===== src/rtl/tfp_pkg.sv =====
// Shared types, constants and the escape table for the five-bit text packer.
// No dependencies; all other files but the queue import this package.
package tfp_pkg;

  // Code values and byte boundaries
  localparam logic [4:0] ESC_CODE     = 5'h1E;
  localparam logic [7:0] SPACE_BYTE   = 8'h20;
  localparam logic [7:0] LOWER_FIRST  = 8'h61;
  localparam logic [7:0] LOWER_OFFSET = 8'h60;

  // Request codes on the input channel
  localparam logic REQ_TEXT  = 1'b0;
  localparam logic REQ_FLUSH = 1'b1;

  // Bytes that encode as escape plus their position in this table
  localparam int TABLE_LEN = 23;
  localparam logic [7:0] ESC_TABLE [TABLE_LEN] = '{
    8'h00, 8'h09, 8'h0a, 8'h21, 8'h22, 8'h28, 8'h29, 8'h2c,
    8'h2d, 8'h2e, 8'h2f, 8'h3a, 8'h43, 8'h46, 8'h47, 8'h48,
    8'h49, 8'h53, 8'h54, 8'h59, 8'h5b, 8'h5d, 8'h5f
  };

  // Default queue depths
  localparam int DEF_QUEUE_DEPTH  = 2;
  localparam int DEF_RESULT_DEPTH = 2;

  // Classified request passed from front to back
  typedef enum logic [1:0] {
    K_CODE  = 2'd0,
    K_ESC   = 2'd1,
    K_FLUSH = 2'd2,
    K_BAD   = 2'd3
  } kind_t;

  typedef struct packed {
    kind_t      kind;
    logic [4:0] code;
  } rec_t;

  // One result item
  typedef struct packed {
    logic [14:0] word;
    logic        valid;
    logic        eom;
    logic        bad;
  } res_t;

endpackage


===== src/rtl/tfp_fifo.sv =====
// Small register-based queue used between the packer's stages and at its output.
// Generic in entry type and depth; depends on nothing else.
module tfp_fifo #(
  parameter type ENTRY_T = logic,
  parameter int  DEPTH   = 2
) (
  input  logic   clk,
  input  logic   rst_n,
  input  logic   push,
  output logic   full,
  input  ENTRY_T data_in,
  input  logic   pop,
  output logic   empty,
  output ENTRY_T data_out
);

  localparam int PW = (DEPTH > 1) ? $clog2(DEPTH) : 1;
  localparam int CW = $clog2(DEPTH + 1);

  ENTRY_T          mem_r [DEPTH];
  logic [PW-1:0]   wr_ptr_r, wr_ptr_nxt;
  logic [PW-1:0]   rd_ptr_r, rd_ptr_nxt;
  logic [CW-1:0]   count_r, count_nxt;
  logic            wr, rd;

  assign full     = (count_r == CW'(DEPTH));
  assign empty    = (count_r == '0);
  assign wr       = push && !full;
  assign rd       = pop && !empty;
  assign data_out = mem_r[rd_ptr_r];

  // Advance pointers with wrap at the depth, track fill level
  always_comb begin
    wr_ptr_nxt = wr_ptr_r;
    rd_ptr_nxt = rd_ptr_r;
    count_nxt  = count_r;
    if (wr) begin
      wr_ptr_nxt = (wr_ptr_r == PW'(DEPTH - 1)) ? '0 : wr_ptr_r + 1'b1;
    end
    if (rd) begin
      rd_ptr_nxt = (rd_ptr_r == PW'(DEPTH - 1)) ? '0 : rd_ptr_r + 1'b1;
    end
    if (wr && !rd) begin
      count_nxt = count_r + 1'b1;
    end else if (rd && !wr) begin
      count_nxt = count_r - 1'b1;
    end
  end

  always_ff @(posedge clk) begin
    if (!rst_n) begin
      wr_ptr_r <= '0;
      rd_ptr_r <= '0;
      count_r  <= '0;
    end else begin
      wr_ptr_r <= wr_ptr_nxt;
      rd_ptr_r <= rd_ptr_nxt;
      count_r  <= count_nxt;
    end
  end

  // Store entries
  always_ff @(posedge clk) begin
    if (wr) begin
      mem_r[wr_ptr_r] <= data_in;
    end
  end

`ifndef SYNTH
  a_count_bound: assert property (@(posedge clk) disable iff (!rst_n)
    count_r <= CW'(DEPTH))
    else $error("queue fill level above depth");

  a_count_grow: assert property (@(posedge clk) disable iff (!rst_n)
    (wr && !rd) |=> (count_r == CW'($past(count_r) + 1'b1)))
    else $error("queue write without read did not raise fill level");

  a_full_empty: assert property (@(posedge clk) disable iff (!rst_n)
    !(full && empty))
    else $error("queue reports full and empty at once");
`endif

endmodule


===== src/rtl/tfp_front.sv =====
// Front stage: accepts requests and classifies each byte into a code,
// an escape index, a flush or an error. Depends on tfp_pkg.
module tfp_front (
  input  logic          in_push,
  output logic          in_full,
  input  logic          in_req_type,
  input  logic [7:0]    in_char_byte,
  output logic          q_push,
  input  logic          q_full,
  output tfp_pkg::rec_t q_rec
);
  import tfp_pkg::*;

  logic       hit;
  logic [4:0] idx;
  logic [7:0] lower_code;

  assign in_full    = q_full;
  assign q_push     = in_push && !q_full;
  assign lower_code = in_char_byte - LOWER_OFFSET;

  // Match against the escape table in parallel
  always_comb begin
    hit = 1'b0;
    idx = '0;
    for (int i = 0; i < TABLE_LEN; i++) begin
      if (in_char_byte == ESC_TABLE[i]) begin
        hit = 1'b1;
        idx = 5'(i);
      end
    end
  end

  // Classify the request
  always_comb begin
    q_rec.kind = K_BAD;
    q_rec.code = '0;
    if (in_req_type == REQ_FLUSH) begin
      q_rec.kind = K_FLUSH;
    end else if (in_char_byte == SPACE_BYTE) begin
      q_rec.kind = K_CODE;
    end else if (in_char_byte >= LOWER_FIRST && !in_char_byte[7]) begin
      q_rec.kind = K_CODE;
      q_rec.code = lower_code[4:0];
    end else if (hit) begin
      q_rec.kind = K_ESC;
      q_rec.code = idx;
    end
  end

endmodule


===== src/rtl/tfp_back.sv =====
// Back stage: packs codes three to a word, handles flush and the sticky
// error flag, and writes result items. Depends on tfp_pkg.
module tfp_back (
  input  logic          clk,
  input  logic          rst_n,
  input  logic          rec_empty,
  output logic          rec_pop,
  input  tfp_pkg::rec_t rec,
  input  logic          res_full,
  output logic          res_push,
  output tfp_pkg::res_t res
);
  import tfp_pkg::*;

  // Only the two newest codes are ever pending
  logic [9:0] acc_r, acc_nxt;
  logic [1:0] held_r, held_nxt;
  logic       err_r, err_nxt;
  logic       emit;

  assign rec_pop  = !rec_empty && !res_full;
  assign res_push = rec_pop && emit;

  // Pack one classified request
  always_comb begin
    acc_nxt   = acc_r;
    held_nxt  = held_r;
    err_nxt   = err_r;
    emit      = 1'b0;
    res.word  = '0;
    res.valid = 1'b0;
    res.eom   = 1'b0;
    unique case (rec.kind)
      K_FLUSH: begin
        emit     = 1'b1;
        res.eom  = 1'b1;
        acc_nxt  = '0;
        held_nxt = '0;
        if (held_r == 2'd1) begin
          res.valid = 1'b1;
          res.word  = {acc_r[4:0], 10'd0};
        end else if (held_r == 2'd2) begin
          res.valid = 1'b1;
          res.word  = {acc_r, 5'd0};
        end
      end
      K_CODE: begin
        if (held_r == 2'd2) begin
          emit      = 1'b1;
          res.valid = 1'b1;
          res.word  = {acc_r, rec.code};
          acc_nxt   = '0;
          held_nxt  = '0;
        end else begin
          acc_nxt  = {acc_r[4:0], rec.code};
          held_nxt = held_r + 1'b1;
        end
      end
      K_ESC: begin
        if (held_r == 2'd0) begin
          acc_nxt  = {ESC_CODE, rec.code};
          held_nxt = 2'd2;
        end else if (held_r == 2'd1) begin
          emit      = 1'b1;
          res.valid = 1'b1;
          res.word  = {acc_r[4:0], ESC_CODE, rec.code};
          acc_nxt   = '0;
          held_nxt  = '0;
        end else begin
          // Escape finishes this word, index opens the next
          emit      = 1'b1;
          res.valid = 1'b1;
          res.word  = {acc_r, ESC_CODE};
          acc_nxt   = {5'd0, rec.code};
          held_nxt  = 2'd1;
        end
      end
      K_BAD: begin
        emit    = 1'b1;
        err_nxt = 1'b1;
      end
      default: begin
        emit = 1'b0;
      end
    endcase
    res.bad = err_nxt;
  end

  always_ff @(posedge clk) begin
    if (!rst_n) begin
      acc_r  <= '0;
      held_r <= '0;
      err_r  <= 1'b0;
    end else if (rec_pop) begin
      acc_r  <= acc_nxt;
      held_r <= held_nxt;
      err_r  <= err_nxt;
    end
  end

`ifndef SYNTH
  a_held_range: assert property (@(posedge clk) disable iff (!rst_n)
    held_r != 2'd3)
    else $error("more than two codes pending");

  a_flush_clears: assert property (@(posedge clk) disable iff (!rst_n)
    (rec_pop && rec.kind == K_FLUSH) |=> (held_r == 2'd0 && acc_r == '0))
    else $error("flush left codes pending");

  a_err_sticky: assert property (@(posedge clk) disable iff (!rst_n)
    err_r |=> err_r)
    else $error("error flag cleared without reset");
`endif

endmodule


===== src/rtl/text_five_bit_packer.sv =====
// Five-bit text packer: turns text bytes into 5-bit codes, three to a word.
// Path: a request is registered in the request queue, then the back stage
// packs it and any result is registered in the result queue for out_ ports.
// Throughput: one request per cycle while in_full is low; in_full rises only when the result
// queue backs up through the request queue.
// Reset (synchronous, rst_n low): empties both queues, drops pending codes
// and clears the error flag.
module text_five_bit_packer #(
  parameter int QUEUE_DEPTH  = tfp_pkg::DEF_QUEUE_DEPTH,
  parameter int RESULT_DEPTH = tfp_pkg::DEF_RESULT_DEPTH
) (
  input  logic        clk,
  input  logic        rst_n,
  input  logic        in_push,
  output logic        in_full,
  input  logic        in_req_type,
  input  logic [7:0]  in_char_byte,
  output logic        out_empty,
  input  logic        out_pop,
  output logic [14:0] out_packed_word,
  output logic        out_word_valid,
  output logic        out_end_of_message,
  output logic        out_bad_char
);
  import tfp_pkg::*;

  logic q_push, q_full, q_empty, q_pop;
  rec_t q_wr_rec, q_rd_rec;
  logic res_push, res_full;
  res_t res_wr, res_rd;

  // Classify incoming requests
  tfp_front u_front (
    .in_push      (in_push),
    .in_full      (in_full),
    .in_req_type  (in_req_type),
    .in_char_byte (in_char_byte),
    .q_push       (q_push),
    .q_full       (q_full),
    .q_rec        (q_wr_rec)
  );

  // Decouple front from back
  tfp_fifo #(.ENTRY_T(rec_t), .DEPTH(QUEUE_DEPTH)) u_req_q (
    .clk      (clk),
    .rst_n    (rst_n),
    .push     (q_push),
    .full     (q_full),
    .data_in  (q_wr_rec),
    .pop      (q_pop),
    .empty    (q_empty),
    .data_out (q_rd_rec)
  );

  // Pack codes into words
  tfp_back u_back (
    .clk       (clk),
    .rst_n     (rst_n),
    .rec_empty (q_empty),
    .rec_pop   (q_pop),
    .rec       (q_rd_rec),
    .res_full  (res_full),
    .res_push  (res_push),
    .res       (res_wr)
  );

  // Hold results until taken
  tfp_fifo #(.ENTRY_T(res_t), .DEPTH(RESULT_DEPTH)) u_res_q (
    .clk      (clk),
    .rst_n    (rst_n),
    .push     (res_push),
    .full     (res_full),
    .data_in  (res_wr),
    .pop      (out_pop),
    .empty    (out_empty),
    .data_out (res_rd)
  );

  assign out_packed_word    = res_rd.word;
  assign out_word_valid     = res_rd.valid;
  assign out_end_of_message = res_rd.eom;
  assign out_bad_char       = res_rd.bad;

endmodule

===== config.mk =====
export PLATFORM = sky130hd
export DESIGN_NAME = text_five_bit_packer
export DESIGN_NICKNAME = d
export VERILOG_FILES = /design/src/rtl/tfp_pkg.sv /design/src/rtl/tfp_fifo.sv /design/src/rtl/tfp_front.sv /design/src/rtl/tfp_back.sv /design/src/rtl/text_five_bit_packer.sv
export SDC_FILE = /design/constraint.sdc
export NUM_CORES = 1
export LEC_CHECK = 0
export BUFFER_PORTS_ARGS = -buffer_cell sky130_fd_sc_hd__buf_4
export CAP_MARGIN = 20
export CORE_ASPECT_RATIO = 1.4
export CORE_MARGIN = 1.5
export CORE_UTILIZATION = 59
export CTS_CLUSTER_DIAMETER = 120
export DETAILED_ROUTE_END_ITERATION = 8
export GPL_ROUTABILITY_DRIVEN = 0
export GPL_TIMING_DRIVEN = 0
export PLACE_DENSITY = 0.79
export SYNTH_ARGS = -nofsm -noshare
export SYNTH_HDL_FRONTEND = slang
export SYNTH_SLANG_ARGS = --single-unit

===== constraint.sdc =====
create_clock -name clk -period 3.6 [get_ports clk]
set_clock_uncertainty 0.05 [all_clocks]
set_input_delay 0.54 -clock clk [delete_from_list [all_inputs] [get_ports clk]]
set_output_delay 0.54 -clock clk [all_outputs]
set_load 0.005 [all_outputs]

==> flow_summary.yaml <==
power_and_ir_drop:
  irDropWorstVdd_uv: 425
  total_power_mw: 2.84
  p_leak_nw: 1.58
  p_per_area_mw_per_mm2: 661
min_path:
  hold_end: "u_back.held_r[0]"
  holdCritPathClass: "in2reg"
  hold_start: "rst_n"
  whs_path_depth: 2
critical_path:
  critical_path_required_ns: 3.01
  reg2reg_depth: 5
  crit_path_end_kind: "primary output"
  r2r-start: "u_back.held_r[0]"
  r2r_slack_ns: 0.97
  critical_path_class: "reg2out"
  reg2reg_to: "u_res_q.mem_r[1][1]"
  worstPathArrival_ns: 2.13
  start_kind: "flip-flop"
  cp_max_fo: 10
synthesis:
  synthCells: 339
  synth_seq_cells: 73
  yosysWarnings: 0
  ys_seq_area_frac: 0.521
  synth_top_family_by_area: "simple AND/OR/NAND/NOR gates"
  synth_flop_cell: "edfxtp_1"
  synthMuxAreaShare: 0.0765
  synth_xor_area_frac: 0.0140
  synth_compound_area_frac: 0.158
  synth_fa_ha_area_frac: 0.0233
  synth-simple-area-share: 0.181
  syn-num-nets: 359
  synth-edff-count: 50
  syn_avg_cell_area_um2: 11.1
  synth_cell_types: 63
  synth_area_mm2: 0.00376
  async_reset_ff_frac: 0
sta:
  slew_headroom: 0.396
  final.setup.tns_ns: 0
  drv_slew: 0
  setup_ws_ns: 0.876
  rsz0062_at_grt: "no"
  finalSetupViolCount: 0
  period_share: 0.757
  fmax_mhz: 367
  final-hold-violation-count: 0
  period_minus_slack_ns: 2.72
  tightestPinTransition_ns: 0.907
run_status:
  status: "finished clean"
cts:
  cts.htree.levels: 3
  cts-root-buf: "clkbuf_8"
  insertion_delay_ns: 0.35
  cts_made_buffers: 9
  clk_pin_slew_ns: 0.08
  cts_tree: "done"
  cts_resized: 0
  clockBufferDepth: 2
  cts-hold-fix-buffers: 0
  post_cts_buffers: 0
  clock-sinks: 73
detailed_routing:
  drt-wirelength-per-cell_um: 17.1
  drt_iter0_drc: 175
  wirelength_mm: 7.86
  dr.pass1.iters: 5
  via_per_inst: 6.20
  post-route-drc-count: 0
  vias: 2845
  antenna_left: 0
grt:
  antenna_found_initial: 0
  grt_pass1_wl_mm: 12.9
  grt_usage: 0.241
  grt-ovfl-total: 0
  grt_pass1_vias: 2721
  grt_max_degree: 19
final_layout:
  register_area_mm2: 0.00196
  nFillCells: 486
  multiInputGateArea_mm2: 0.00171
  area_growth_pct: 14.1
  final_core_util: 0.692
  final_layout_size_suffix_gt1_frac: 0.220
  finalNonFillerCells: 459
  layout.nets: 402
  insertedDiodeCount: 0
floorplan:
  pin_count: 33
  core_mm2: 0.00621
  die_h_um: 97.5
  row_count: 34
  die_w_um: 70.5
  fp.dieArea_mm2: 0.00687
  start_util: 0.606
run:
  maxCapViolations: 0
placed_design:
  post-dp-hpwl_mm: 5.68
  dp.cells: 443
  pre_cts_slack_ns: 1.02
  port_buffers: 30
[critical path: stages, from the launching register on]
cell and delay, ns:
dfxtp_1 0.31, clkbuf_1 0.44, buf_1 0.48, mux2_2 0.40, buf_4 0.13
[layout make-up]
type / instances / share of cell area
Sequential cell: 73 / 0.457
Multi-Input combinational cell: 241 / 0.398
Timing Repair Buffer: 32 / 0.0559
Clock buffer: 10 / 0.0297
Tap cell: 72 / 0.0210
Clock inverter: 6 / 0.0157
Buffer: 15 / 0.0140
Inverter: 10 / 0.00874
[how the worst max path moves through the flow]
stage                startpoint                   to  slack (ns)  depth (start not counted)
2_1_floorplan  u_back.held_r[0]  u_res_q.mem_r[0][0]        0.38                          4
3_3_place_gp   u_back.held_r[0]  u_res_q.mem_r[0][5]       -0.62                          4
3_5_place_dp   u_back.held_r[0]  u_res_q.mem_r[1][5]        1.02                          5
4_1_cts               flip-flop  out_packed_word[11]        0.78                          4
5_1_grt               flip-flop  out_packed_word[11]        0.72                          4
6_report              flip-flop   out_packed_word[9]        0.88                          4
[layout by cell type, fill, tap and decap left out, types with 3 or more instances in the layout]
cell type and count:
edfxtp_1 50, buf_4 32, nor2_1 27, dfxtp_1 23
nand2_1 22, mux2_2 22, nor2b_1 17, o21ai_0 12
and2_1 12, a21oi_1 11, clkbuf_1 11, inv_1 10
clkbuf_8 9, o21a_1 8, ha_1 7, a22oi_1 6
nand2b_1 5, nor3_1 5, a22o_1 5, a31oi_1 5
mux2i_1 4, nand3_1 4, a211oi_1 4, xnor2_1 4
a21boi_0 4, a21o_1 4, buf_2 3, or3_1 3
and3_1 3, and3b_1 3, a41o_1 3, nand4_1 3
[synthesized netlist by cell type (all sizes together) (2+ instances only)]
library cell | number | area (µm²)
nand3b | 2 | 15.0
mux2i | 4 | 40.0
a21boi | 7 | 67.6
xor2 | 2 | 17.5
ha | 7 | 87.6
or3 | 4 | 30.0
a41o | 3 | 30.0
a22o | 5 | 43.8
nor4 | 4 | 31.3
and3 | 3 | 18.8
xnor2 | 4 | 35.0
clkbuf | 10 | 37.5
edfxtp | 50 | 1500
a21oi | 12 | 63.8
or3b | 2 | 20.0
a211oi | 4 | 30.0
nand4 | 3 | 18.8
o21a | 8 | 60.1
o31ai | 2 | 15.0
nand2 | 22 | 82.6
nand2b | 5 | 31.3
a21o | 4 | 30.0
inv | 10 | 37.5
a22oi | 6 | 45.0
nand3 | 4 | 20.0
a31oi | 5 | 31.3
mux2 | 22 | 248
and2 | 13 | 83.8
buf | 5 | 22.5
nor2b | 17 | 106
a32oi | 2 | 17.5
nor2 | 27 | 101
nor3 | 5 | 25.0
o21ai | 12 | 60.1
dfxtp | 23 | 460
and3b | 3 | 26.3
[where the power goes]
| group | internal (mW) | switching [mW] | total [mW] |
|---|---|---|---|
| Clock | 0.322 | 0.303 | 0.626 |
| Sequential | 1.14 | 0.0787 | 1.21 |
| Combinational | 0.493 | 0.505 | 0.998 |
| Total | 1.95 | 0.887 | 2.84 |
[sequential cells by signal, indices dropped and copies added (netlist names), 2 cells and up, named ones only]
register / count
u_back.acc_r: 10
u_back.held_r: 2
u_req_q.count_r: 2
u_req_q.mem_r: 14
u_res_q.count_r: 2
u_res_q.mem_r: 36
[metrics by stage]
step           cell area, µm²  hold WS, ns
2_1_floorplan            3760        0.382
3_3_place_gp             4080        0.388
3_5_place_dp             4100        0.399
4_1_cts                  4300        0.394
5_1_grt                  4300        0.400
6_report                 4300        0.403
[cell families after synthesis]
kind of cell | after synthesis
multiplexers | 26
AND/OR/NAND/NOR | 121
buffers and inverters | 25
flip-flops | 73
AO/OA/AOI/OAI | 81
adder cells (fa/ha/maj) | 7
XOR/XNOR | 6
[metal layers]
| metal | part of all wire | global-route usage |
|---|---|---|
| met1 | 0.38 | 0.255 |
| met2 | 0.54 | 0.448 |
| met3 | 0.046 | 0.0498 |
| met4 | 0.034 | 0.108 |
| met5 | 0 | 0 |
Note: power is estimated with default switching activity, not from simulation.
